**src/hw/rtl/tcrc_pkg.sv**
```systemverilog
// Shared types and constants for the two-choice replacement cache.
`timescale 1ns / 1ps
package tcrc_pkg;

  localparam int unsigned KEY_W         = 64;
  localparam int unsigned NAME_W        = 32;
  localparam int unsigned CAP_W         = 9;
  localparam int unsigned PICK_W        = 8;
  localparam int unsigned SLOTS_DEFAULT = 256;
  localparam int unsigned QUEUE_DEPTH   = 2;

  typedef enum logic [1:0] {
    KIND_LOOKUP  = 2'd0,
    KIND_APPEND  = 2'd1,
    KIND_REPLACE = 2'd2
  } kind_t;

  // count: fill level for a lookup scan, write slot for an append
  typedef struct packed {
    kind_t            kind;
    logic [KEY_W-1:0] key;
    logic [CAP_W-1:0] count;
    logic [CAP_W-1:0] slot_a;
    logic [CAP_W-1:0] slot_b;
    logic             tie_bit;
    logic             is_full;
  } cmd_t;

endpackage

```
**src/hw/rtl/tcrc_queue.sv**
```systemverilog
// Short command queue between front end and back end.
`timescale 1ns / 1ps
module tcrc_queue (
  input  logic           clk,
  input  logic           rst,
  input  logic           push_valid,
  output logic           push_ready,
  input  tcrc_pkg::cmd_t push_cmd,
  output logic           head_valid,
  output tcrc_pkg::cmd_t head_cmd,
  input  logic           pop
);
  import tcrc_pkg::*;

  // depth is a power of two, pointers wrap naturally
  localparam int unsigned PTR_W = $clog2(QUEUE_DEPTH);
  localparam int unsigned CNT_W = $clog2(QUEUE_DEPTH + 1);

  cmd_t             entries [QUEUE_DEPTH];
  logic [PTR_W-1:0] wr_ptr;
  logic [PTR_W-1:0] rd_ptr;
  logic [CNT_W-1:0] count;
  logic             push;

  assign push_ready = count != CNT_W'(QUEUE_DEPTH);
  assign head_valid = count != '0;
  assign head_cmd   = entries[rd_ptr];
  assign push       = push_valid && push_ready;

  always_ff @(posedge clk) begin
    if (push) begin
      entries[wr_ptr] <= push_cmd;
    end
  end

  always_ff @(posedge clk) begin
    if (rst) begin
      wr_ptr <= '0;
      rd_ptr <= '0;
      count  <= '0;
    end else begin
      if (push) begin
        wr_ptr <= wr_ptr + 1'b1;
      end
      if (pop) begin
        rd_ptr <= rd_ptr + 1'b1;
      end
      unique case ({push, pop})
        2'b10:   count <= count + 1'b1;
        2'b01:   count <= count - 1'b1;
        default: count <= count;
      endcase
    end
  end

endmodule

```
**config.mk**
```make
export PLATFORM = sky130hd
export DESIGN_NAME = tcrc_queue
export DESIGN_NICKNAME = d
export VERILOG_FILES = /design/src/hw/rtl/tcrc_pkg.sv /design/src/hw/rtl/tcrc_queue.sv
export SDC_FILE = /design/constraint.sdc
export NUM_CORES = 1
export LEC_CHECK = 0
export BUFFER_PORTS_ARGS = -buffer_cell sky130_fd_sc_hd__buf_2
export CORE_AREA = 4 4 133 135
export CTS_CLUSTER_DIAMETER = 30
export DETAILED_ROUTE_END_ITERATION = 7
export DIE_AREA = 0 0 137 139
export PLACE_DENSITY_LB_ADDON = 0.08
export SLEW_MARGIN = 20
export SYNTH_ARGS = -nofsm -noshare
export SYNTH_HDL_FRONTEND = slang
export SYNTH_SLANG_ARGS = --single-unit
```
**constraint.sdc**
```tcl
create_clock -name clk -period 5.1 [get_ports clk]
set_input_delay 1.02 -clock clk [delete_from_list [all_inputs] [get_ports clk]]
set_output_delay 1.02 -clock clk [all_outputs]
set_load 0.02 [all_outputs]
```
==> insert_results.sql, run 1 <==
INSERT INTO impl_metrics (metric_group, metric, value, unit) VALUES
('grt', 'grt-ovfl-total', '0', ''),
('clock_tree', 'latest_clock_arrival_within_the_worst_skew_pair', '0.42', 'ns'),
('grt', 'grt_pass1_vias', '3756', ''),
('power_and_ir_drop', 'ir_worst_vdd', '0.000288', 'V'),
('routing', 'viasPerCell', '4.79', ''),
('place', 'io_buffers', '195', ''),
('synthesis', 'postSynthAreaPerCell', '22.8', 'um2'),
('power_and_ir_drop', 'clock_share_of_power', '33.7', '%'),
('clock_tree', 'cts.reportedPaths.clkPinSlew', '0.06', 'ns'),
('final_layout', 'post_route_cells_drive_above_1_share', '60.2', '%'),
('final_layout', 'syn_to_final_growth', '24.9', '%'),
('power_and_ir_drop', 'intPower', '2.94', 'mW'),
('clock_tree', 'clock-sinks', '195', ''),
('clock_tree', 'ctsHoldBuffers', '0', ''),
('clock_tree', 'post-cts-setup-buffer-count', '0', ''),
('final_layout', 'layout.cells.most_common_list', '195 x sky130_fd_sc_hd__buf_2, 190 x sky130_fd_sc_hd__edfxtp_1, 50 x sky130_fd_sc_hd__mux2_4', ''),
('sta', 'finalWorstPathRequiredPeriod', '3.34', 'ns'),
('floorplan', 'floorplan.initialDensity', '44.2', '%'),
('synthesis', 'synthesized_net_count', '419', ''),
('final_layout', 'finalInstanceArea', '0.00908', 'mm2'),
('routing', 'detail-route-antenna-nets', '0', ''),
('worst_hold_path', 'holdCritPathClass', 'reg -> reg', ''),
('clock_tree', 'cts-resized-gates', '0', ''),
('place', 'dp.cells', '726', ''),
('clock_tree', 'cts-root-to-sink-buffers', '2', ''),
('clock_tree', 'cts_root_buffer', 'sky130_fd_sc_hd__clkbuf_16', ''),
('clock_tree', 'cts-buffers-inserted', '17', ''),
('clock_tree', 'htreeDepth', '4', ''),
('critical_path', 'critPathLaunchType', 'flip-flop', ''),
('sta', 'tightest_slew', '0.980', 'ns'),
('synthesis', 'number_of_synthesized_register_bits', '195', ''),
('power_and_ir_drop', 'seq_power_share', '51.2', '%'),
('sta', 'maxClockFrequency', '300', 'MHz'),
('floorplan', 'placementRows', '47', ''),
('critical_path', 'critical_path_depth', '3', ''),
('clock_tree', 'clock_tree_from_tritoncts', 'yes', ''),
('routing', 'route.final.wire_length', '13400', 'um'),
('synthesis', 'ys_seq_area_share', '79.8', '%'),
('synthesis', 'synth-warning-count', '0', ''),
('run', 'cap_viol_max_count', '0', ''),
('place', 'dp_hpwl', '8740', 'um'),
('critical_path', 'critical_path.cell_chain', 'buf_12, mux2_2, buf_2', ''),
('place', 'gp_congestion', '0.772', ''),
('critical_path', 'critical_path.n_buffers_inverters', '2', ''),
('grt', 'grt_antenna_before_repair', '4', ''),
('critical_path', 'critPathKind', 'reg -> out', ''),
('grt', 'grt_first_pass_wirelength', '20200', 'um'),
('routing', 'drtIter0Drc', '181', ''),
('power_and_ir_drop', 'power.net_switching', '924', 'uW'),
('sta', 'worst_slew_margin_rel', '34.7', '%'),
('critical_path', 'slowest_delay', '0.88', 'ns'),
('sta', 'min_period_over_period', '65.4', '%'),
('final_layout', 'final_core_util', '55.1', '%'),
('floorplan', 'horizontal_die_dimension', '137', 'um'),
('critical_path', 'required', '4.08', 'ns'),
('synthesis', 'netlist_instances', '319', ''),
('floorplan', 'area_of_the_die', '0.0190', 'mm2'),
('critical_path', 'timing.critical_path.slowest_stage_cell', 'sky130_fd_sc_hd__dfxtp_4', ''),
('status', 'run_status', 'finished clean', ''),
('synthesis', 'synthTopCellsByArea', 'sky130_fd_sc_hd__edfxtp_1 78%, sky130_fd_sc_hd__mux2_4 10%, sky130_fd_sc_hd__mux2_2 7.0%', ''),
('worst_hold_path', 'holdPathStages', '2', ''),
('floorplan', 'die_height', '139', 'um'),
('critical_path', 'crit_path_max_fanout', '48', ''),
('power_and_ir_drop', 'power.share.combinational', '15.1', '%'),
('routing', 'drt_first_pass_iters', '4', ''),
('critical_path', 'rr_worst_depth', '4', ''),
('sta', 'rsz0062_at_grt', 'false', ''),
('power_and_ir_drop', 'power.total', '3.87', 'mW'),
('critical_path', 'endpoint_kind', 'primary output', ''),
('synthesis', 'synthDominantAreaCellType', 'sky130_fd_sc_hd__edfxtp_1', ''),
('power_and_ir_drop', 'powerDensity', '426', 'mW/mm2');
[worst register-to-register path: stages (launching register included)]
cell and delay [ns]:
sky130_fd_sc_hd__dfxtp_1 0.39, sky130_fd_sc_hd__nand2b_1 0.26, sky130_fd_sc_hd__nand3b_1 0.19, sky130_fd_sc_hd__inv_4 0.74, sky130_fd_sc_hd__buf_4 0.46
[cell type report]
cell class	instances	area (um2)
clock inverters	10	134
fillers	1345	7390
flip-flops and latches	195	5810
diodes	1	2.50
clock buffers	21	440
repair buffers	199	1040
well taps	220	275
inverters	1	6.26
multi-input cells	112	1370
[Yosys cell counts]
| library cell | count |
|---|---|
| sky130_fd_sc_hd__nand2_1 | 1 |
| sky130_fd_sc_hd__or3_1 | 1 |
| sky130_fd_sc_hd__xor2_1 | 1 |
| sky130_fd_sc_hd__and3_1 | 1 |
| sky130_fd_sc_hd__nand2b_1 | 1 |
| sky130_fd_sc_hd__nand3b_1 | 1 |
| sky130_fd_sc_hd__buf_2 | 5 |
| sky130_fd_sc_hd__edfxtp_1 | 190 |
| sky130_fd_sc_hd__a21bo_2 | 1 |
| sky130_fd_sc_hd__ha_1 | 1 |
| sky130_fd_sc_hd__mux2_2 | 45 |
| sky130_fd_sc_hd__o21ai_0 | 1 |
| sky130_fd_sc_hd__inv_1 | 1 |
| sky130_fd_sc_hd__mux2_4 | 50 |
| sky130_fd_sc_hd__nor2_1 | 3 |
| sky130_fd_sc_hd__dfxtp_1 | 5 |
| sky130_fd_sc_hd__xnor2_1 | 2 |
| sky130_fd_sc_hd__or2_2 | 1 |
| sky130_fd_sc_hd__buf_6 | 6 |
| sky130_fd_sc_hd__a21oi_1 | 2 |
[power groups by stage]
stage / Clock (mW) / Sequential (mW) / Combinational [mW]
finish: 1.30 / 1.98 / 0.585
global route: 1.40 / 2.00 / 0.628
CTS: 1.33 / 1.98 / 0.594
detailed placement: 0 / 2.02 / 0.592
global placement: 0 / 2.01 / 0.585
floorplan: 0 / 2.00 / 0.413
[registers in the layout, indices dropped and copies added (netlist names), named ones only]
signal and flops:
count 2, entries 190, rd_ptr 1, wr_ptr 1
[kinds of logic (layout without fill, tap and decap cells)]
family / Yosys count / count (layout) / synth area share, %
XOR/XNOR: 3 / 3 / 0.361
multiplexers: 95 / 95 / 17.3
adder cells (fa/ha/maj): 1 / 1 / 0.172
buffers and inverters: 12 / 231 / 1.32
AO/OA/AOI/OAI: 4 / 4 / 0.344
other: 0 / 1 / 0
flip-flops: 195 / 195 / 79.8
AND/OR/NAND/NOR: 9 / 9 / 0.654
[path summary, 6_finish.rpt]
kind	startpoint	slack, ns	to
worst min register to register	count[1]	0.51	count[1]
worst max-delay path	flip-flop	1.76	head_cmd[6]
worst max register to register	count[0]	2.73	entries[0][73]
worst min-delay path	count[1]	0.51	count[1]
[through the flow]
| stage | hold slack, ns | setup slack, ns |
|---|---|---|
| after floorplan | 0.461 | 1.36 |
| after global placement | 0.474 | 2.21 |
| after detailed placement | 0.503 | 2.16 |
| after CTS | 0.514 | 1.73 |
| after global routing | 0.550 | 1.63 |
| final | 0.515 | 1.76 |
[metal layers]
metal	up-vias	track usage (%)	part of all wire [%]
met3	21	5.70	9.0
met5	-	0	0.25
li1	1675	-	-
met1	1777	18.5	41
met4	6	5.04	1.4
met2	156	21.7	48
(Power assumes the default switching activity.)
==> inputs of run 2 (changes only) <==
ABC_AREA = 1   (was unset)
clock period = 3.09 ns   (was 5.1 ns; I/O delays follow)
==> insert_results.sql, run 2 <==
INSERT INTO impl_metrics (metric_group, metric, value, unit) VALUES
('power_and_ir_drop', 'powerDensity', '668', 'mW/mm2'),
('run', 'cap_viol_max_count', '0', ''),
('critical_path', 'rr_worst_depth', '5', ''),
('floorplan', 'area_of_the_die', '0.0190', 'mm2'),
('status', 'run_status', 'finished clean', ''),
('critical_path', 'rr_endpoint', 'entries[1][66]', ''),
('critical_path', 'timing.critical_path.slowest_stage_cell', 'sky130_fd_sc_hd__dfxtp_4', ''),
('clock_tree', 'cts-buffers-inserted', '17', ''),
('critical_path', 'critical_path.n_buffers_inverters', '2', ''),
('clock_tree', 'post-cts-setup-buffer-count', '0', ''),
('worst_hold_path', 'holdCritPathClass', 'in -> reg', ''),
('floorplan', 'placeableCoreArea', '0.0165', 'mm2'),
('synthesis', 'ys_seq_area_share', '79.6', '%'),
('clock_tree', 'cts.reportedPaths.clkPinSlew', '0.06', 'ns'),
('floorplan', 'placementRows', '47', ''),
('floorplan', 'ios', '196', ''),
('critical_path', 'slowest_delay', '0.50', 'ns'),
('synthesis', 'ys_types', '16', ''),
('final_layout', 'biggestRegsByFlops', 'entries: 190 flops, count: 2 flops', ''),
('critical_path', 'path_delay_family', 'flip-flops', ''),
('critical_path', 'crit_path_max_fanout', '43', ''),
('routing', 'drt_first_pass_iters', '4', ''),
('worst_hold_path', 'hold_start', 'rst', ''),
('clock_tree', 'htreeDepth', '4', ''),
('synthesis', 'synthTopCellsByArea', 'sky130_fd_sc_hd__edfxtp_1 78%, sky130_fd_sc_hd__mux2_4 10%, sky130_fd_sc_hd__mux2_2 6.9%', ''),
('critical_path', 'ff2ff_setup_slack', '1.28', 'ns'),
('clock_tree', 'ctsHoldBuffers', '0', ''),
('routing', 'viasPerCell', '4.74', ''),
('synthesis', 'post-synth-top-count-cell', 'sky130_fd_sc_hd__edfxtp_1', ''),
('grt', 'grt_first_pass_wirelength', '20300', 'um'),
('critical_path', 'critPathLaunchType', 'flip-flop', ''),
('clock_tree', 'cts_root_buffer', 'sky130_fd_sc_hd__clkbuf_16', ''),
('routing', 'route.final.wire_length', '13300', 'um'),
('synthesis', 'postSynthAreaPerCell', '22.2', 'um2'),
('routing', 'detail-route-antenna-nets', '0', ''),
('grt', 'grt_max_degree', '59', ''),
('sta', 'timing.final.max_slew_violations', '0', ''),
('sta', 'hold_violations_final', '0', ''),
('grt', 'grt_pass1_vias', '3851', ''),
('sta', 'worst_clock_skew', '0.00581', 'ns'),
('clock_tree', 'cts-root-to-sink-buffers', '2', ''),
('critical_path', 'critPathKind', 'reg -> out', ''),
('synthesis', 'yosysTopAreaCellShare', '78.2', '%'),
('synthesis', 'number_of_synthesized_register_bits', '195', ''),
('critical_path', 'worstPathArrival', '1.83', 'ns'),
('grt', 'groute.usage.overall', '14.2', '%'),
('routing', 'drt-wirelength-per-cell', '17.3', 'um'),
('critical_path', 'endpoint_kind', 'primary output', ''),
('sta', 'timing.final.setup_violations', '0', ''),
('place', 'io_buffers', '195', ''),
('synthesis', 'fraction_of_synthesis_flops_using_an_asynchronous_set_or_reset_pin', '0', '%'),
('floorplan', 'horizontal_die_dimension', '137', 'um'),
('clock_tree', 'clock_tree_from_tritoncts', 'yes', ''),
('power_and_ir_drop', 'ir_worst_vdd', '0.000370', 'V'),
('worst_hold_path', 'holdPathStages', '2', ''),
('power_and_ir_drop', 'power.total', '6.07', 'mW'),
('sta', 'min_period_over_period', '79.3', '%'),
('synthesis', 'synth-warning-count', '0', ''),
('synthesis', 'synthesized_net_count', '429', ''),
('place', 'dp_hpwl', '9090', 'um'),
('grt', 'grt_antenna_before_repair', '2', ''),
('synthesis', 'synth-edff-count', '190', ''),
('sta', 'maxClockFrequency', '408', 'MHz'),
('routing', 'vias', '3652', ''),
('grt', 'grt-ovfl-total', '0', ''),
('synthesis', 'synth.cell_area', '0.00729', 'mm2'),
('sta', 'finalWorstPathRequiredPeriod', '2.45', 'ns'),
('final_layout', 'regMostFlops', 'entries', ''),
('final_layout', 'flip_flop_count_of_the_largest_register_after_layout', '190', ''),
('synthesis', 'synthDominantAreaCellType', 'sky130_fd_sc_hd__edfxtp_1', ''),
('final_layout', 'post_route_cells_drive_above_1_share', '59.2', '%'),
('final_layout', 'layout.cells.most_common_list', '195 x sky130_fd_sc_hd__buf_2, 190 x sky130_fd_sc_hd__edfxtp_1, 50 x sky130_fd_sc_hd__mux2_4', ''),
('final_layout', 'most_common_library_cell_in_the_layout_ignoring_fill_and_taps', 'sky130_fd_sc_hd__buf_2', ''),
('sta', 'rsz0062_at_grt', 'false', ''),
('floorplan', 'die_height', '139', 'um'),
('synthesis', 'synth_commonest_cells', '190 x sky130_fd_sc_hd__edfxtp_1, 50 x sky130_fd_sc_hd__mux2_4, 45 x sky130_fd_sc_hd__mux2_2', ''),
('routing', 'drcViolationCount', '0', ''),
('critical_path', 'required', '2.47', 'ns'),
('critical_path', 'timing.rr.start', 'count[0]', ''),
('synthesis', 'dominantRegCellSynth', 'sky130_fd_sc_hd__edfxtp_1', ''),
('sta', 'setup-tns-final', '0', 'ns'),
('floorplan', 'floorplan.initialDensity', '44.3', '%'),
('synthesis', 'netlist_instances', '329', ''),
('power_and_ir_drop', 'leakagePower', '3.50', 'nW'),
('final_layout', 'final_nets', '638', ''),
('final_layout', 'syn_to_final_growth', '24.6', '%'),
('clock_tree', 'latest_clock_arrival_within_the_worst_skew_pair', '0.42', 'ns'),
('sta', 'tightest_slew', '0.526', 'ns'),
('final_layout', 'antennaDiodeCount', '0', ''),
('clock_tree', 'clock-sinks', '195', ''),
('routing', 'drtIter0Drc', '166', ''),
('clock_tree', 'cts-resized-gates', '0', ''),
('place', 'gp_congestion', '0.677', ''),
('sta', 'worst_slew_margin_rel', '64.9', '%'),
('critical_path', 'critical_path.cell_chain', 'buf_12, mux2_2, buf_2', '');
## run 2: cell families (layout without fill, tap and decap cells)
kind of cell | Yosys count | count (layout) | synth area share [%]
DFF | 195 | 195 | 79.6
muxes | 95 | 95 | 17.2
adders and majority gates | 1 | 1 | 0.171
xor gates and xnor gates | 1 | 1 | 0.120
AOI/OAI and AO/OA | 4 | 4 | 0.274
and+or+nand+nor | 17 | 17 | 0.943
buffers and inverters | 16 | 238 | 1.66
## run 2: power breakdown
part	total, mW	internal (mW)	switching, mW
clock	1.97	1.10	0.871
combinational	0.905	0.383	0.522
sequential	3.19	3.14	0.0547
total	6.07	4.62	1.45
## run 2: worst max-delay path by stage
| stage | start | to | cells past startpoint |
|---|---|---|---|
| floorplan | count[0] | entries[0][0] | 4 |
| global placement | flip-flop | head_cmd[83] | 3 |
| detailed placement | flip-flop | head_cmd[89] | 3 |
| CTS | flip-flop | head_cmd[89] | 3 |
| global route | flip-flop | head_cmd[89] | 3 |
| finish | flip-flop | head_cmd[89] | 3 |
## run 2: per-layer routing
layer,GRT usage (%),vias up,wire [um]
li1,-,1708,-
met1,17.0,1799,5300
met2,23.1,127,6750
met3,5.91,14,1110
met4,4.57,4,145
met5,0,-,27
## run 2: area by class of cell
type / count / area, um2
Clock buffer: 22 / 444
Fill cell: 1349 / 7380
Sequential cell: 195 / 5810
Multi-Input combinational cell: 118 / 1380
Tap cell: 220 / 275
Timing Repair Buffer: 201 / 1070
Inverter: 5 / 18.8
Clock inverter: 10 / 86.3
## run 2: stage by stage
stage | utilization [%] | hold WS, ns | instance area, um2 | setup WS (ns) | cells
after floorplan | - | 0.480 | 7300 | -0.592 | 329
after global placement | 52.0 | 0.496 | 8560 | 1.08 | 739
after detailed placement | 52.0 | 0.505 | 8560 | 1.06 | 739
after CTS | 55.2 | 0.361 | 9090 | 0.592 | 771
after global routing | 55.2 | 0.357 | 9090 | 0.538 | 771
final | 55.2 | 0.383 | 9090 | 0.639 | 771
==> inputs of run 3 (changes only) <==
ABC_AREA = 0   (was 1)
clock period = 2.5 ns   (was 3.09 ns; I/O delays follow)
==> insert_results.sql, run 3 (same netlist as run 1, synthesis figures left out) <==
INSERT INTO impl_metrics (metric_group, metric, value, unit) VALUES
('clock_tree', 'latest_clock_arrival_within_the_worst_skew_pair', '0.42', 'ns'),
('floorplan', 'placementRows', '47', ''),
('critical_path', 'critPathLaunchType', 'flip-flop', ''),
('power_and_ir_drop', 'power.share.combinational', '15.2', '%'),
('critical_path', 'endpoint_kind', 'primary output', ''),
('grt', 'grt_max_degree', '60', ''),
('worst_hold_path', 'hold_start', 'push_cmd[90]', ''),
('sta', 'maxClockFrequency', '426', 'MHz'),
('power_and_ir_drop', 'clock_share_of_power', '35.6', '%'),
('clock_tree', 'post-cts-setup-buffer-count', '0', ''),
('place', 'dp_hpwl', '8770', 'um'),
('place', 'io_buffers', '195', ''),
('floorplan', 'placeableCoreArea', '0.0165', 'mm2'),
('sta', 'finalWorstPathRequiredPeriod', '2.35', 'ns'),
('clock_tree', 'cts_root_buffer', 'sky130_fd_sc_hd__clkbuf_16', ''),
('routing', 'viasPerCell', '4.69', ''),
('critical_path', 'rr_worst_depth', '3', ''),
('routing', 'drcViolationCount', '0', ''),
('grt', 'grt-ovfl-total', '0', ''),
('grt', 'grt_first_pass_wirelength', '19700', 'um'),
('final_layout', 'regMostFlops', 'entries', ''),
('floorplan', 'die_height', '139', 'um'),
('clock_tree', 'cts-root-to-sink-buffers', '2', ''),
('clock_tree', 'cts.reportedPaths.clkPinSlew', '0.07', 'ns'),
('power_and_ir_drop', 'seq_power_share', '49.2', '%'),
('place', 'dp.cells', '731', ''),
('sta', 'timing.final.setup_violations', '0', ''),
('worst_hold_path', 'holdCritPathClass', 'in -> reg', ''),
('final_layout', 'biggestRegsByFlops', 'entries: 190 flops, count: 2 flops', ''),
('grt', 'grt_busiest_layer', 'met2', ''),
('routing', 'detail-route-antenna-nets', '0', ''),
('clock_tree', 'clock-sinks', '195', ''),
('final_layout', 'syn_to_final_growth', '26.8', '%'),
('grt', 'grt_antenna_before_repair', '1', ''),
('final_layout', 'final.fill_count', '1324', ''),
('clock_tree', 'cts-buffers-inserted', '17', ''),
('grt', 'groute.usage.overall', '13.6', '%'),
('power_and_ir_drop', 'power.net_switching', '1.92', 'mW'),
('critical_path', 'critical_path.n_buffers_inverters', '2', ''),
('status', 'run_status', 'finished clean', ''),
('sta', 'setup-tns-final', '0', 'ns'),
('critical_path', 'slowest_delay', '0.63', 'ns'),
('power_and_ir_drop', 'powerDensity', '884', 'mW/mm2'),
('grt', 'met3_usage', '6.20', '%'),
('sta', 'hold_violations_final', '0', ''),
('final_layout', 'most_common_library_cell_in_the_layout_ignoring_fill_and_taps', 'sky130_fd_sc_hd__buf_2', ''),
('final_layout', 'layout.cells.most_common_list', '195 x sky130_fd_sc_hd__buf_2, 190 x sky130_fd_sc_hd__edfxtp_1, 50 x sky130_fd_sc_hd__mux2_4', ''),
('clock_tree', 'clock_tree_from_tritoncts', 'yes', ''),
('critical_path', 'critPathKind', 'reg -> out', ''),
('routing', 'drt-wirelength-per-cell', '17.0', 'um'),
('sta', 'timing.final.max_slew_violations', '0', ''),
('final_layout', 'final_nets', '630', ''),
('final_layout', 'sequential_cell_area_in_the_final_layout', '0.00581', 'mm2'),
('final_layout', 'flip_flop_count_of_the_largest_register_after_layout', '190', ''),
('power_and_ir_drop', 'power.total', '8.16', 'mW'),
('floorplan', 'area_of_the_die', '0.0190', 'mm2'),
('worst_hold_path', 'hold_end', 'entries[0][90]', ''),
('floorplan', 'ios', '196', ''),
('worst_hold_path', 'holdPathStages', '1', ''),
('critical_path', 'crit_path_max_fanout', '23', ''),
('power_and_ir_drop', 'intPower', '6.24', 'mW'),
('final_layout', 'final-instance-count-excl-fill', '763', ''),
('floorplan', 'floorplan.initialDensity', '44.2', '%'),
('sta', 'min_period_over_period', '93.9', '%'),
('final_layout', 'multi_input_area', '0.00138', 'mm2'),
('critical_path', 'timing.rr.start', 'count[0]', ''),
('place', 'gp_congestion', '0.693', ''),
('clock_tree', 'htreeDepth', '4', ''),
('final_layout', 'post_route_cells_drive_above_1_share', '61.3', '%'),
('grt', 'use_met2', '22.7', '%'),
('critical_path', 'rr_endpoint', 'entries[1][35]', ''),
('power_and_ir_drop', 'ir_worst_vdd', '0.000489', 'V'),
('run', 'cap_viol_max_count', '0', ''),
('critical_path', 'ff2ff_setup_slack', '0.84', 'ns'),
('power_and_ir_drop', 'leakagePower', '3.55', 'nW'),
('clock_tree', 'cts-resized-gates', '0', ''),
('final_layout', 'final_core_util', '56.0', '%'),
('routing', 'drt_first_pass_iters', '4', ''),
('grt', 'grt_pass1_vias', '3875', ''),
('grt', 'met1_usage', '16.0', '%'),
('floorplan', 'horizontal_die_dimension', '137', 'um'),
('routing', 'route.final.wire_length', '12900', 'um'),
('sta', 'tightest_slew', '0.489', 'ns'),
('critical_path', 'worstPathArrival', '1.85', 'ns'),
('critical_path', 'path_delay_family', 'flip-flops', ''),
('critical_path', 'critical_path.cell_chain', 'buf_4, mux2_2, buf_2', ''),
('sta', 'rsz0062_at_grt', 'false', ''),
('clock_tree', 'ctsHoldBuffers', '0', ''),
('critical_path', 'timing.critical_path.slowest_stage_cell', 'sky130_fd_sc_hd__dfxtp_4', ''),
('critical_path', 'required', '2.00', 'ns'),
('routing', 'vias', '3581', ''),
('sta', 'worst_slew_margin_rel', '67.4', '%'),
('routing', 'drtIter0Drc', '142', ''),
('sta', 'whs', '0.265', 'ns'),
('power_and_ir_drop', 'power_switching_share', '23.5', '%'),
('sta', 'worst_clock_skew', '0.00958', 'ns');
run 3: area by class of cell:
cell class	count	area share, %
Sequential cell	195	63.0
Multi-Input combinational cell	112	15.0
Timing Repair Buffer	203	12.0
Clock buffer	18	4.65
Tap cell	220	2.99
Clock inverter	13	2.23
Inverter	1	0.0814
Antenna cell	1	0.0271
run 3: worst max-delay path by stage:
stage                     slack (ns)  cells past startpoint            end
final                           0.15                      3   head_cmd[77]
after global routing            0.04                      3   head_cmd[77]
after CTS                        0.1                      3   head_cmd[93]
after detailed placement        0.55                      3   head_cmd[93]
after global placement          0.56                      3   head_cmd[93]
after floorplan                 0.04                      3  entries[0][0]
run 3: metal layers:
layer  vias up  routed length, um
li1       1691                  -
met1      1749               5240
met2       130               6410
met3         9               1170
met4         2                111
met5         -                  7
run 3: stage by stage:
stage          cell area (um2)  worst slack, ns
2_1_floorplan             7280           0.0416
3_3_place_gp              8580            0.556
3_5_place_dp              8580            0.546
4_1_cts                   9220           0.0954
5_1_grt                   9220           0.0435
6_report                  9220            0.152
run 3: power groups by stage:
| stage | registers, mW | logic [mW] | clock network (mW) |
|---|---|---|---|
| 2_1_floorplan | 4.06 | 0.848 | 0 |
| 3_3_place_gp | 4.07 | 1.26 | 0 |
| 3_5_place_dp | 4.09 | 1.27 | 0 |
| 4_1_cts | 4.02 | 1.27 | 2.97 |
| 5_1_grt | 4.04 | 1.34 | 3.12 |
| 6_report | 4.01 | 1.24 | 2.90 |
run 3: worst reg2reg max path: stages (launching register included):
cell and delay, ns:
sky130_fd_sc_hd__dfxtp_1 0.39, sky130_fd_sc_hd__nand2b_4 0.18, sky130_fd_sc_hd__and3_4 0.49, sky130_fd_sc_hd__buf_12 0.29
