`src/hw/rtl/tcrc_pkg.sv`:
```
// Shared types and constants for the two-choice replacement cache.
`timescale 1ns / 1ps
package tcrc_pkg;

  localparam int unsigned KEY_W         = 64;
  localparam int unsigned NAME_W        = 32;
  localparam int unsigned CAP_W         = 9;
  localparam int unsigned PICK_W        = 8;
  localparam int unsigned SLOTS_DEFAULT = 256;
  localparam int unsigned QUEUE_DEPTH   = 2;

  typedef enum logic [1:0] {
    KIND_LOOKUP  = 2'd0,
    KIND_APPEND  = 2'd1,
    KIND_REPLACE = 2'd2
  } kind_t;

  // count: fill level for a lookup scan, write slot for an append
  typedef struct packed {
    kind_t            kind;
    logic [KEY_W-1:0] key;
    logic [CAP_W-1:0] count;
    logic [CAP_W-1:0] slot_a;
    logic [CAP_W-1:0] slot_b;
    logic             tie_bit;
    logic             is_full;
  } cmd_t;

endpackage

```
`src/hw/rtl/tcrc_ifs.sv`:
```
// Handshake interfaces for request, response and configuration words.
`timescale 1ns / 1ps
interface tcrc_req_if;
  import tcrc_pkg::*;
  logic              valid;
  logic              ready;
  logic              operation;
  logic [KEY_W-1:0]  chunk_key;
  logic [PICK_W-1:0] pick_a;
  logic [PICK_W-1:0] pick_b;
  logic              tie_bit;
  modport source (output valid, operation, chunk_key, pick_a, pick_b, tie_bit, input ready);
  modport sink (input valid, operation, chunk_key, pick_a, pick_b, tie_bit, output ready);
endinterface


interface tcrc_cfg_if;
  import tcrc_pkg::*;
  logic             valid;
  logic             ready;
  logic [CAP_W-1:0] data;
  modport source (output valid, data, input ready);
  modport sink (input valid, data, output ready);
endinterface

```
`src/hw/rtl/tcrc_front.sv`:
```
// Front end: capacity register, fill counter and classification of request words.
`timescale 1ns / 1ps
module tcrc_front #(
  parameter int unsigned SLOTS = tcrc_pkg::SLOTS_DEFAULT
) (
  input  logic           clk,
  input  logic           rst,
  tcrc_req_if.sink       req,
  tcrc_cfg_if.sink       cfg,
  output logic           push_valid,
  input  logic           push_ready,
  output tcrc_pkg::cmd_t push_cmd
);
  import tcrc_pkg::*;

  localparam int unsigned CAP_LIMIT = (SLOTS > (1 << CAP_W) - 1) ? (1 << CAP_W) - 1 : SLOTS;
  localparam logic [CAP_W-1:0] CAP_MAX   = CAP_W'(CAP_LIMIT);
  localparam logic [CAP_W-1:0] CAP_RESET = CAP_W'(SLOTS % (1 << CAP_W));

  logic [CAP_W-1:0] capacity;
  logic [CAP_W-1:0] fill_count;
  logic [CAP_W-1:0] fill_count_next;
  logic [CAP_W-1:0] eff_cap;
  logic             full;
  logic             accept;
  kind_t            kind;

  function automatic logic [CAP_W-1:0] clamp_pick(logic [PICK_W-1:0] pick,
                                                  logic [CAP_W-1:0] fill);
    logic [CAP_W-1:0] p;
    p = CAP_W'(pick);
    return (p >= fill) ? fill - 1'b1 : p;
  endfunction

  always_comb begin
    eff_cap = capacity;
    if (capacity == '0) begin
      eff_cap = CAP_W'(1);
    end else if (capacity > CAP_MAX) begin
      eff_cap = CAP_MAX;
    end
  end

  assign full = fill_count >= eff_cap;

  always_comb begin
    kind            = KIND_LOOKUP;
    fill_count_next = fill_count;
    if (req.operation) begin
      if (full) begin
        kind = KIND_REPLACE;
      end else begin
        kind            = KIND_APPEND;
        fill_count_next = fill_count + 1'b1;
      end
    end
  end

  assign req.ready  = push_ready;
  assign push_valid = req.valid;
  assign accept     = req.valid && push_ready;
  assign cfg.ready  = 1'b1;

  always_comb begin
    push_cmd.kind    = kind;
    push_cmd.key     = req.chunk_key;
    push_cmd.count   = fill_count;
    push_cmd.slot_a  = clamp_pick(req.pick_a, fill_count);
    push_cmd.slot_b  = clamp_pick(req.pick_b, fill_count);
    push_cmd.tie_bit = req.tie_bit;
    push_cmd.is_full = fill_count_next >= eff_cap;
  end

  always_ff @(posedge clk) begin
    if (rst) begin
      capacity   <= CAP_RESET;
      fill_count <= '0;
    end else begin
      if (cfg.valid) begin
        capacity <= cfg.data;
      end
      if (accept) begin
        fill_count <= fill_count_next;
      end
    end
  end

endmodule

```
`src/flat_wrapper.sv`:
```
// flat-port wrapper written by rule: the top's interface ports become plain ports
module tcrc_front_flat import tcrc_pkg::*;
#(
  parameter int unsigned SLOTS = tcrc_pkg::SLOTS_DEFAULT
)
  (clk, rst, push_valid, push_ready, push_cmd, req_valid, req_operation, req_chunk_key, req_pick_a, req_pick_b, req_tie_bit, req_ready, cfg_valid, cfg_data, cfg_ready);
  tcrc_req_if req_i ();
  tcrc_cfg_if cfg_i ();
  input  logic clk;
  input  logic rst;
  output logic push_valid;
  input  logic push_ready;
  output tcrc_pkg::cmd_t push_cmd;
  input wire logic [$bits(req_i.valid)-1:0] req_valid;
  input wire logic [$bits(req_i.operation)-1:0] req_operation;
  input wire logic [$bits(req_i.chunk_key)-1:0] req_chunk_key;
  input wire logic [$bits(req_i.pick_a)-1:0] req_pick_a;
  input wire logic [$bits(req_i.pick_b)-1:0] req_pick_b;
  input wire logic [$bits(req_i.tie_bit)-1:0] req_tie_bit;
  output wire logic [$bits(req_i.ready)-1:0] req_ready;
  input wire logic [$bits(cfg_i.valid)-1:0] cfg_valid;
  input wire logic [$bits(cfg_i.data)-1:0] cfg_data;
  output wire logic [$bits(cfg_i.ready)-1:0] cfg_ready;
  assign req_i.valid = req_valid;
  assign req_i.operation = req_operation;
  assign req_i.chunk_key = req_chunk_key;
  assign req_i.pick_a = req_pick_a;
  assign req_i.pick_b = req_pick_b;
  assign req_i.tie_bit = req_tie_bit;
  assign req_ready = req_i.ready;
  assign cfg_i.valid = cfg_valid;
  assign cfg_i.data = cfg_data;
  assign cfg_ready = cfg_i.ready;
  tcrc_front #(.SLOTS(SLOTS)) u_core (.clk(clk), .rst(rst), .req(req_i), .cfg(cfg_i), .push_valid(push_valid), .push_ready(push_ready), .push_cmd(push_cmd));
endmodule
```
`config.mk`:
```
export PLATFORM = sky130hd
export DESIGN_NAME = tcrc_front_flat
export DESIGN_NICKNAME = d
export VERILOG_FILES = /design/src/hw/rtl/tcrc_pkg.sv /design/src/hw/rtl/tcrc_ifs.sv /design/src/hw/rtl/tcrc_front.sv /design/src/flat_wrapper.sv
export SDC_FILE = /design/constraint.sdc
export NUM_CORES = 1
export LEC_CHECK = 0
export ABC_AREA = 1
export BUFFER_PORTS_ARGS = -buffer_cell sky130_fd_sc_hd__buf_2
export CORE_MARGIN = 4
export CORE_UTILIZATION = 47
export DETAILED_ROUTE_END_ITERATION = 10
export HOLD_SLACK_MARGIN = 0.03
export PLACE_DENSITY = 0.95
export SYNTH_ARGS = -nofsm -noshare
export SYNTH_HDL_FRONTEND = slang
export SYNTH_SLANG_ARGS = --single-unit
```
`constraint.sdc`:
```
create_clock -name clk -period 5.3 [get_ports clk]
set_input_delay 0.265 -clock clk [delete_from_list [all_inputs] [get_ports clk]]
set_output_delay 0.265 -clock clk [all_outputs]
set_load 0.02 [all_outputs]
```
==> reports/metrics.json, run 1 <==
{
  "worst-path-max-fanout": {"value": 5},
  "cts.reportedPaths.clkPinSlew": {"value": 0.07, "unit": "ns"},
  "chipWidth": {"value": 86.3, "unit": "um"},
  "synth.top_cells.by_area": {"value": "sky130_fd_sc_hd__buf_4 18%, sky130_fd_sc_hd__ha_1 16%, sky130_fd_sc_hd__dfxtp_1 12%"},
  "grt_util_all_layers": {"value": 0.193},
  "fill_cells": {"value": 596},
  "placement.io_buffers": {"value": 62},
  "synth_largest_area_cell": {"value": "sky130_fd_sc_hd__buf_4"},
  "clk_latency": {"value": 0.26, "unit": "ns"},
  "worst_setup_path_end_kind": {"value": "output port"},
  "critPathKind": {"value": "flop to output port"},
  "synth_most_common_cell": {"value": "sky130_fd_sc_hd__nand2_1"},
  "synth_edf_count": {"value": 0},
  "cts_num_sinks": {"value": 18},
  "cts_buffers": {"value": 3},
  "min-delay-path-class": {"value": "primary input to flop"},
  "postSynthRegisterBits": {"value": 18},
  "fin_total_pwr": {"value": 619, "unit": "uW"},
  "fin_tns_setup": {"value": 0, "unit": "ns"},
  "vdd_ir_drop_max": {"value": 116, "unit": "uV"},
  "yosysUniqueCellTypes": {"value": 34},
  "syn-cell-area": {"value": 0.00288, "unit": "mm2"},
  "die_h": {"value": 86.3, "unit": "um"},
  "worst_hold_startpoint": {"value": "cfg_data[7]"},
  "antenna_violating_nets_left": {"value": 0},
  "drt_pass1_iterations": {"value": 4},
  "setup_violations": {"value": 0},
  "antenna_found_initial": {"value": 0},
  "power_per_cell_area": {"value": 222, "unit": "mW/mm2"},
  "async_reset_ff_frac": {"value": 0},
  "tritoncts": {"value": "yes"},
  "most_numerous_cell_types_in_the_synthesized_netlist": {"value": "79 x sky130_fd_sc_hd__nand2_1, 68 x sky130_fd_sc_hd__buf_4, 52 x sky130_fd_sc_hd__inv_1"},
  "timing.max_cap.violations": {"value": 0},
  "area_growth": {"value": -3.17, "unit": "%"},
  "die_area": {"value": 0.00745, "unit": "mm2"},
  "cts_setup_buffers": {"value": 0},
  "ctsHtreeMaxLevel": {"value": 1},
  "p_leak": {"value": 1.55, "unit": "nW"},
  "layout_worst_path_cycle_share": {"value": 0.701},
  "final_hold_viol_count": {"value": 0},
  "reg2reg_setup_slack": {"value": 2.90, "unit": "ns"},
  "drive_above_1_share": {"value": 0.233},
  "violation_count_after_the_first_detailed_routing_iteration": {"value": 196},
  "final_net_count": {"value": 570},
  "synth_top_cell_area_share": {"value": 0.177},
  "row_count": {"value": 28},
  "drt_wl_total": {"value": 7.51, "unit": "mm"},
  "ctsHoldBuffers": {"value": 0},
  "clock-skew-final": {"value": 0.00298, "unit": "ns"},
  "grt_max_degree": {"value": 17},
  "setup.worst_path.start_class": {"value": "flop"},
  "via_count_of_the_first_global_routing_pass": {"value": 2674},
  "synth.net_count": {"value": 577},
  "worst_r2r_startpoint": {"value": "u_core.capacity[3]"},
  "outcome": {"value": "finished clean"},
  "antenna_cells_inserted": {"value": 0},
  "grt_first_pass_wirelength": {"value": 11.7, "unit": "mm"},
  "yosys_most_used_dff": {"value": "sky130_fd_sc_hd__dfxtp_1"},
  "gpl.final_weighted_congestion": {"value": 0.993},
  "fmax": {"value": 269, "unit": "MHz"},
  "final-max-slew-violation-count": {"value": 0},
  "syn-instance-count": {"value": 445},
  "core": {"value": 0.00592, "unit": "mm2"},
  "required_time_reported_for_the_critical_path_endpoint": {"value": 5.04, "unit": "ns"},
  "root_buffer": {"value": "sky130_fd_sc_hd__clkbuf_8"},
  "route.detailed.wl_per_inst": {"value": 14.7, "unit": "um"},
  "start_util": {"value": 0.487},
  "startpoint": {"value": "u_core.capacity[3]"},
  "io-pin-count": {"value": 194},
  "cp.arrival": {"value": 3.45, "unit": "ns"},
  "synth_warnings": {"value": 0},
  "grt_remaining_overflow": {"value": 0},
  "detail_route.drc_violations": {"value": 0},
  "avgViaCountPerCell": {"value": 5.40},
  "routed-via-count": {"value": 2763},
  "cts-root-to-sink-buffers": {"value": 2},
  "cts_resized": {"value": 0},
  "grt_setup_unrepaired": {"value": "false"},
  "timing.final.crit_period": {"value": 3.72, "unit": "ns"},
  "synth.avg_cell_area": {"value": 6.48, "unit": "um2"},
  "seq_area_frac_synth": {"value": 0.125},
  "detailedPlacementHpwl": {"value": 6.30, "unit": "mm"}
}
-- per-stage QoR --
step / utilization / instance area, um2 / hold WS [ns] / setup slack, ns / cells
final: 0.472 / 2790 / 0.218 / 1.58 / 512
after global routing: 0.472 / 2790 / 0.236 / 1.24 / 512
after CTS: 0.472 / 2790 / 0.214 / 1.60 / 512
after detailed placement: 0.462 / 2740 / 0.492 / 1.90 / 508
after global placement: 0.462 / 2740 / 0.486 / 2.04 / 508
after floorplan: - / 2880 / 0.365 / 2.10 / 445
-- worst max-delay path, cell delays in order (launching register included) --
cell	delay (ns)
sky130_fd_sc_hd__dfxtp_1	0.33
sky130_fd_sc_hd__nor4_1	0.25
sky130_fd_sc_hd__and3_1	0.21
sky130_fd_sc_hd__nor2_1	0.06
sky130_fd_sc_hd__inv_1	0.08
sky130_fd_sc_hd__nand2_1	0.09
sky130_fd_sc_hd__ha_1	0.30
sky130_fd_sc_hd__nand3_1	0.09
sky130_fd_sc_hd__nand3_1	0.08
sky130_fd_sc_hd__o21ai_2	0.30
sky130_fd_sc_hd__nand2_4	0.12
sky130_fd_sc_hd__nor2_8	0.14
sky130_fd_sc_hd__nand2_1	0.06
sky130_fd_sc_hd__nand2_1	0.11
sky130_fd_sc_hd__inv_1	0.06
sky130_fd_sc_hd__ha_1	0.30
sky130_fd_sc_hd__nand2_1	0.05
sky130_fd_sc_hd__nor2_1	0.13
sky130_fd_sc_hd__nand2_1	0.06
sky130_fd_sc_hd__o2111ai_1	0.18
sky130_fd_sc_hd__buf_2	0.20
-- flip-flops by register name, summed over array words and instances (netlist names) --
| register | cells |
|---|---|
| u_core.fill_count | 9 |
| u_core.capacity | 9 |
-- power by group --
group / internal (mW) / switching [mW] / leakage, nW
Combinational: 0.117 / 0.226 / 1.37
Sequential: 0.144 / 0.0133 / 0.149
Clock: 0.0663 / 0.0520 / 0.0288
Total: 0.328 / 0.292 / 1.55
-- routing by layer --
layer / routed length [um] / track usage / part of all wire
met1: 2740 / 0.206 / 0.37
met2: 3980 / 0.373 / 0.53
met3: 600 / 0.0285 / 0.080
met4: 187 / 0.0779 / 0.025
met5: 0 / 0 / 0
-- placed cells by master (no fill, tap or decap), types with 6 or more instances in the layout --
cell type / count
sky130_fd_sc_hd__a21oi_1: 24
sky130_fd_sc_hd__buf_2: 62
sky130_fd_sc_hd__inv_1: 52
sky130_fd_sc_hd__nand2_2: 9
sky130_fd_sc_hd__dfxtp_1: 18
sky130_fd_sc_hd__nand4_1: 13
sky130_fd_sc_hd__xor2_1: 6
sky130_fd_sc_hd__ha_1: 36
sky130_fd_sc_hd__o21ai_1: 18
sky130_fd_sc_hd__nand3_1: 12
sky130_fd_sc_hd__nor2_1: 46
sky130_fd_sc_hd__o21ai_0: 19
sky130_fd_sc_hd__nand2_1: 79
-- final timing paths --
check                                            end  cells after the start
worst max-delay path                     push_cmd[0]                     20
worst min register to register    u_core.capacity[2]                      2
worst min-delay path              u_core.capacity[7]                      3
worst max register to register  u_core.fill_count[1]                     16
-- cell type report --
type                       instances  area, um2  share of cell area
clock buffer                       4       55.1              0.0197
inverter                          59        224              0.0802
multi-input combinational        294       1750               0.626
sequential                        18        360               0.129
tap                               75       93.8              0.0336
timing repair buffer              62        310               0.111
-- kinds of logic (layout without fill, tap and decap cells) --
group | Yosys count | in the layout | synth area share
compound gates | 71 | 71 | 0.135
flops | 18 | 18 | 0.125
fa+ha+maj | 36 | 36 | 0.156
buf+inv | 133 | 125 | 0.269
simple gates | 180 | 180 | 0.296
other cells | 1 | 1 | 0.00130
xor+xnor | 6 | 6 | 0.0182
No activity file was read; power rests on OpenSTA's default activity.
==> run 2, diff against run 1 <==
Settings changed: CORE_UTILIZATION 47 to 43, PLACE_DENSITY 0.95 to 0.93.
Clock period 5.3 ns to 3.7 ns, I/O delays scaled along.
==> run 2 against run 1 <==
Compared with the run above:
- critical path depth shrank 1
- final cell count grew 1.2%
- sequential power grew 42%
- utilization shrank 0.90 points
- die area grew 8.4%
- highest routed layer unchanged
==> reports/metrics.json, run 2 (synthesized netlist as in run 1, its figures left out) <==
{
  "antenna_violating_nets_left": {"value": 0},
  "vdd_ir_drop_max": {"value": 175, "unit": "uV"},
  "root_buffer": {"value": "sky130_fd_sc_hd__clkbuf_8"},
  "p_leak": {"value": 1.58, "unit": "nW"},
  "clk_latency": {"value": 0.26, "unit": "ns"},
  "cts.reportedPaths.clkPinSlew": {"value": 0.07, "unit": "ns"},
  "layout_commonest_cell": {"value": "sky130_fd_sc_hd__nand2_1"},
  "path_cells": {"value": "nor4_2, and3_1, a21oi_1, nor2_2, ha_1, nand3_1, nand3_2, o21ai_4, nand2_4, nor2_8, nand2_1, nand2_2, inv_1, ha_4, nand2_1, nor2_4, nand2_2, o2111ai_2, buf_4"},
  "required_time_reported_for_the_critical_path_endpoint": {"value": 3.51, "unit": "ns"},
  "drt_pass1_iterations": {"value": 5},
  "setup.worst_path.start_class": {"value": "flop"},
  "placement.io_buffers": {"value": 62},
  "fill_cells": {"value": 648},
  "fmax": {"value": 279, "unit": "MHz"},
  "outcome": {"value": "finished clean"},
  "length_of_routed_met2_wiring": {"value": 4.05, "unit": "mm"},
  "start_util": {"value": 0.449},
  "setup_violations": {"value": 0},
  "power_per_cell_area": {"value": 314, "unit": "mW/mm2"},
  "instances_no_fill": {"value": 518},
  "ctsHtreeMaxLevel": {"value": 1},
  "layout_top_registers": {"value": "u_core.capacity: 9 flops, u_core.fill_count: 9 flops"},
  "io-pin-count": {"value": 194},
  "cell_with_the_biggest_individual_delay_on_the_critical_path": {"value": "sky130_fd_sc_hd__dfxtp_2"},
  "final_hold_viol_count": {"value": 0},
  "drive_above_1_share": {"value": 0.304},
  "layout_worst_path_cycle_share": {"value": 0.969},
  "fin_total_pwr": {"value": 932, "unit": "uW"},
  "ctsHoldBuffers": {"value": 0},
  "cts-root-to-sink-buffers": {"value": 2},
  "highest_layer": {"value": "met4"},
  "layout_common_cells": {"value": "68 x sky130_fd_sc_hd__nand2_1, 61 x sky130_fd_sc_hd__buf_2, 50 x sky130_fd_sc_hd__inv_1"},
  "gpl.final_weighted_congestion": {"value": 0.891},
  "area_growth": {"value": 3.04, "unit": "%"},
  "routed-via-count": {"value": 2765},
  "power.clock.fraction": {"value": 0.178},
  "timing.max_cap.violations": {"value": 0},
  "timing.critical_path.max_delay_family": {"value": "simple AND/OR/NAND/NOR gates"},
  "final-max-slew-violation-count": {"value": 0},
  "detail_route.drc_violations": {"value": 0},
  "antenna_found_initial": {"value": 0},
  "final_net_count": {"value": 574},
  "antenna_cells_inserted": {"value": 0},
  "cts_buffers": {"value": 3},
  "detailedPlacementHpwl": {"value": 6.00, "unit": "mm"},
  "die_area": {"value": 0.00808, "unit": "mm2"},
  "route.detailed.wl_per_inst": {"value": 14.6, "unit": "um"},
  "comb_power_share": {"value": 0.581},
  "via_count_of_the_first_global_routing_pass": {"value": 2725},
  "clock-skew-final": {"value": 0.00111, "unit": "ns"},
  "worst_path_largest_cell_delay": {"value": 0.33, "unit": "ns"},
  "die_h": {"value": 89.9, "unit": "um"},
  "violation_count_after_the_first_detailed_routing_iteration": {"value": 202},
  "cp.arrival": {"value": 3.40, "unit": "ns"},
  "row_count": {"value": 29},
  "cts_num_sinks": {"value": 18},
  "drt_wl_total": {"value": 7.57, "unit": "mm"},
  "switching_share": {"value": 0.471},
  "worst-path-max-fanout": {"value": 5},
  "worst_setup_path_end_kind": {"value": "output port"},
  "post_route_met1_wirelength": {"value": 2.87, "unit": "mm"},
  "worst_hold_slack": {"value": 0.142, "unit": "ns"},
  "min-delay-path-class": {"value": "primary input to flop"},
  "grt_max_degree": {"value": 17},
  "critPathBufInv": {"value": 2},
  "core": {"value": 0.00642, "unit": "mm2"},
  "internal_power": {"value": 493, "unit": "uW"},
  "seq_power_share": {"value": 0.240},
  "power.switching": {"value": 439, "unit": "uW"},
  "avgViaCountPerCell": {"value": 5.34},
  "critPathKind": {"value": "flop to output port"},
  "met3_wl": {"value": 506, "unit": "um"},
  "grt_remaining_overflow": {"value": 0},
  "tritoncts": {"value": "yes"},
  "grt_util_all_layers": {"value": 0.176},
  "grt_first_pass_wirelength": {"value": 12.0, "unit": "mm"},
  "place.detailed.instances": {"value": 512},
  "chipWidth": {"value": 89.9, "unit": "um"},
  "timing.final.crit_period": {"value": 3.58, "unit": "ns"}
}
run 2: stage by stage:
stage	utilization	instance area [um2]	TNS (ns)	setup slack, ns
after detailed placement	0.429	2760	0	0.389
after global routing	0.463	2970	-0.0720	-0.0720
final	0.463	2970	0	0.116
after floorplan	-	2880	0	0.578
after global placement	0.429	2760	0	0.494
after CTS	0.438	2810	0	0.0884
run 2: path summary, 6_finish.rpt:
check / start / endpoint / slack [ns] / cells past startpoint
max reg2reg: u_core.capacity[6] / u_core.fill_count[1] / 1.36 / 15
min: cfg_data[5] / u_core.capacity[5] / 0.14 / 3
min reg2reg: u_core.capacity[6] / u_core.capacity[6] / 0.54 / 2
max: u_core.capacity[6] / push_cmd[0] / 0.12 / 19
run 2: area by class of cell:
cell class,instances,area (um2),share of cell area
clock buffer,4,55.1,0.0185
sequential,18,362,0.122
inverter,59,224,0.0754
timing repair buffer,66,343,0.115
tap,77,96.3,0.0324
multi-input combinational,294,1890,0.637
run 2: power by group through the flow:
| stage | clock, mW | combinational [mW] | sequential, mW |
|---|---|---|---|
| 2_1_floorplan | 0 | 0.455 | 0.232 |
| 4_1_cts | 0.172 | 0.496 | 0.222 |
| 5_1_grt | 0.177 | 0.599 | 0.226 |
| 3_3_place_gp | 0 | 0.476 | 0.226 |
| 6_report | 0.166 | 0.542 | 0.224 |
| 3_5_place_dp | 0 | 0.495 | 0.227 |
run 2: routing by layer:
layer / vias up / track usage
li1: 1379 / -
met1: 1245 / 0.195
met2: 125 / 0.336
met3: 16 / 0.0242
met4: 0 / 0.0727
met5: - / 0
run 2: timing repair:
item	in CTS	in global routing
resized for setup	0	33
hold endpoints to repair	0	0
setup buffers	0	2
endpoints found under the setup margin	0	1
run 2: tightest hold or removal path, delay by kind of cell:
kind / cells / cell delay, ns
buf+inv: 1 / 0.07
simple gates: 2 / 0.11
==> run 3, diff against run 2 <==
Clock period 3.7 ns to 3.39 ns, I/O delays scaled along.
==> run 3 against run 2 <==
Compared with the run above:
- register-to-register slack worse by 1.3 ns
- setup slack got worse by 0.27 ns
- clock-buffer cell count decreased by 1
- worst hold slack got worse by 0.0072 ns
- final area is 11% higher
- sequential power rose by 10%
- the run now ends with setup timing left
- sequential share of layout area decreased by 1.2 points
- critical endpoint unchanged
- first-iteration DRC count increased by 26%
==> reports/metrics.json, run 3 (synthesized netlist as in run 1, its figures left out) <==
{
  "outcome": {"value": "complete, but fails checks"},
  "violated_checks": {"value": "setup timing"},
  "detailed_place.area": {"value": 0.00278, "unit": "mm2"},
  "tritoncts": {"value": "yes"},
  "grt_remaining_overflow": {"value": 0},
  "layout_top_registers": {"value": "u_core.capacity: 9 flops, u_core.fill_count: 9 flops"},
  "die_area": {"value": 0.00808, "unit": "mm2"},
  "violation_count_after_the_first_detailed_routing_iteration": {"value": 254},
  "layout_commonest_cell": {"value": "sky130_fd_sc_hd__nand2_1"},
  "power.clock.fraction": {"value": 0.144},
  "timing.final.crit_period": {"value": 3.55, "unit": "ns"},
  "sequential_cell_area": {"value": 363, "unit": "um2"},
  "seq_power_share": {"value": 0.229},
  "avgViaCountPerCell": {"value": 5.55},
  "cts_buffers": {"value": 3},
  "final_hold_viol_count": {"value": 0},
  "via_count_of_the_first_global_routing_pass": {"value": 2998},
  "comb_power_share": {"value": 0.628},
  "routed-via-count": {"value": 3000},
  "layout_common_cells": {"value": "64 x sky130_fd_sc_hd__nand2_1, 61 x sky130_fd_sc_hd__buf_2, 45 x sky130_fd_sc_hd__inv_1"},
  "worstMarginPinSlew": {"value": 0.530, "unit": "ns"},
  "fmax": {"value": 282, "unit": "MHz"},
  "detail_route.drc_violations": {"value": 0},
  "required_time_reported_for_the_critical_path_endpoint": {"value": 3.22, "unit": "ns"},
  "placement.io_buffers": {"value": 62},
  "final-max-slew-violation-count": {"value": 0},
  "drt_pass1_iterations": {"value": 5},
  "drive_above_1_share": {"value": 0.394},
  "detailedPlacementHpwl": {"value": 6.13, "unit": "mm"},
  "grt_first_pass_wirelength": {"value": 13.5, "unit": "mm"},
  "route.detailed.wl_per_inst": {"value": 16.6, "unit": "um"},
  "slew-limit-headroom": {"value": 0.646},
  "ctsHtreeMaxLevel": {"value": 1},
  "p_leak": {"value": 1.72, "unit": "nW"},
  "final_net_count": {"value": 598},
  "ctsHoldBuffers": {"value": 0},
  "multi_input_comb_area": {"value": 0.00204, "unit": "mm2"},
  "switching_share": {"value": 0.482},
  "worst_setup_path_end_kind": {"value": "output port"},
  "grt_max_degree": {"value": 17},
  "clock-skew-final": {"value": 0.0106, "unit": "ns"},
  "power.switching": {"value": 520, "unit": "uW"},
  "grt_setup_unrepaired": {"value": "true"},
  "cts_num_sinks": {"value": 18},
  "worst-path-max-fanout": {"value": 5},
  "post-route-worst-setup-slack": {"value": -0.155, "unit": "ns"},
  "antenna_violating_nets_left": {"value": 0},
  "setup_violations": {"value": 1},
  "timing.max_cap.violations": {"value": 0},
  "cts-root-to-sink-buffers": {"value": 2},
  "cp.arrival": {"value": 3.38, "unit": "ns"},
  "start_util": {"value": 0.449},
  "grt_util_all_layers": {"value": 0.201},
  "die_h": {"value": 89.9, "unit": "um"},
  "finish.instance_area": {"value": 0.00330, "unit": "mm2"},
  "root_buffer": {"value": "sky130_fd_sc_hd__clkbuf_8"},
  "cts.reportedPaths.clkPinSlew": {"value": 0.06, "unit": "ns"},
  "drt_wl_total": {"value": 8.96, "unit": "mm"},
  "internal_power": {"value": 559, "unit": "uW"},
  "min-delay-path-class": {"value": "primary input to flop"},
  "io-pin-count": {"value": 194},
  "layout_worst_path_cycle_share": {"value": 1.05},
  "core": {"value": 0.00642, "unit": "mm2"},
  "setup.worst_path.start_class": {"value": "flop"},
  "gpl.final_weighted_congestion": {"value": 0.881},
  "chipWidth": {"value": 89.9, "unit": "um"},
  "fill_cells": {"value": 617},
  "antenna_found_initial": {"value": 0},
  "row_count": {"value": 29},
  "critPathKind": {"value": "flop to output port"},
  "vdd_ir_drop_max": {"value": 339, "unit": "uV"},
  "area_growth": {"value": 14.3, "unit": "%"},
  "clk_latency": {"value": 0.26, "unit": "ns"},
  "fin_total_pwr": {"value": 1.08, "unit": "mW"},
  "antenna_cells_inserted": {"value": 0},
  "power_per_cell_area": {"value": 327, "unit": "mW/mm2"}
}
run 3: path summary, 6_finish.rpt:
| kind | endpoint | cells after the start | start | slack, ns |
|---|---|---|---|---|
| worst max-delay path | push_cmd[0] | 22 | u_core.capacity[3] | -0.16 |
| worst min register to register | u_core.capacity[7] | 2 | u_core.capacity[7] | 0.55 |
| worst max register to register | u_core.fill_count[4] | 23 | u_core.capacity[3] | 0.04 |
| worst min-delay path | u_core.capacity[7] | 3 | cfg_data[7] | 0.14 |
run 3: area by class of cell:
class,count,area share
multi-input cells,294,0.618
well taps,77,0.0292
repair buffers,90,0.161
clock buffers,3,0.0125
inverters,59,0.0687
flip-flops and latches,18,0.110
run 3: repair_timing:
action / in CTS / in global routing
pin swaps: 22 / 31
resized for setup: 31 / 38
setup buffers: 21 / 5
setup endpoints to repair: 1 / 2
run 3: layer usage:
layer | track usage | share of wire | up-vias
met4 | 0.0944 | 0.040 | 0
met3 | 0.0451 | 0.070 | 39
met2 | 0.386 | 0.54 | 192
li1 | - | - | 1413
met1 | 0.204 | 0.35 | 1356
met5 | 0 | 0 | -
run 3: stage by stage:
stage	utilization	hold slack, ns	setup TNS, ns	worst slack (ns)	cells
floorplan	-	0.269	0	0.283	445
global placement	0.432	0.339	0	0.205	515
detailed placement	0.432	0.339	0	0.0708	515
CTS	0.488	0.137	-0.129	-0.0707	539
global route	0.513	0.138	-0.451	-0.404	541
finish	0.513	0.135	-0.155	-0.155	541
run 3: power by group through the flow:
| stage | clock (mW) | sequential (mW) | combinational, mW |
|---|---|---|---|
| after detailed placement | 0 | 0.247 | 0.544 |
| after global routing | 0.163 | 0.248 | 0.739 |
| final | 0.155 | 0.247 | 0.677 |
| after CTS | 0.152 | 0.244 | 0.606 |
| after floorplan | 0 | 0.254 | 0.497 |
| after global placement | 0 | 0.246 | 0.525 |
run 3: critical path, stage by stage (launching register included):
cell                        delay, ns
sky130_fd_sc_hd__dfxtp_2         0.34
sky130_fd_sc_hd__nor4_2          0.26
sky130_fd_sc_hd__and3_4          0.25
sky130_fd_sc_hd__nor2_4          0.06
sky130_fd_sc_hd__inv_4           0.08
sky130_fd_sc_hd__nand2_2         0.07
sky130_fd_sc_hd__ha_2            0.18
sky130_fd_sc_hd__nand2_2         0.07
sky130_fd_sc_hd__inv_2           0.05
sky130_fd_sc_hd__nor2_2          0.11
sky130_fd_sc_hd__nor2_2          0.06
sky130_fd_sc_hd__nor2_4          0.18
sky130_fd_sc_hd__nand2_4         0.10
sky130_fd_sc_hd__nor2_8          0.14
sky130_fd_sc_hd__nand2_1         0.13
sky130_fd_sc_hd__nand2_1         0.13
sky130_fd_sc_hd__inv_1           0.06
sky130_fd_sc_hd__ha_1            0.28
sky130_fd_sc_hd__nand4_1         0.13
sky130_fd_sc_hd__nor2_1          0.11
sky130_fd_sc_hd__nand2_1         0.08
sky130_fd_sc_hd__o2111ai_2       0.10
sky130_fd_sc_hd__buf_6           0.15
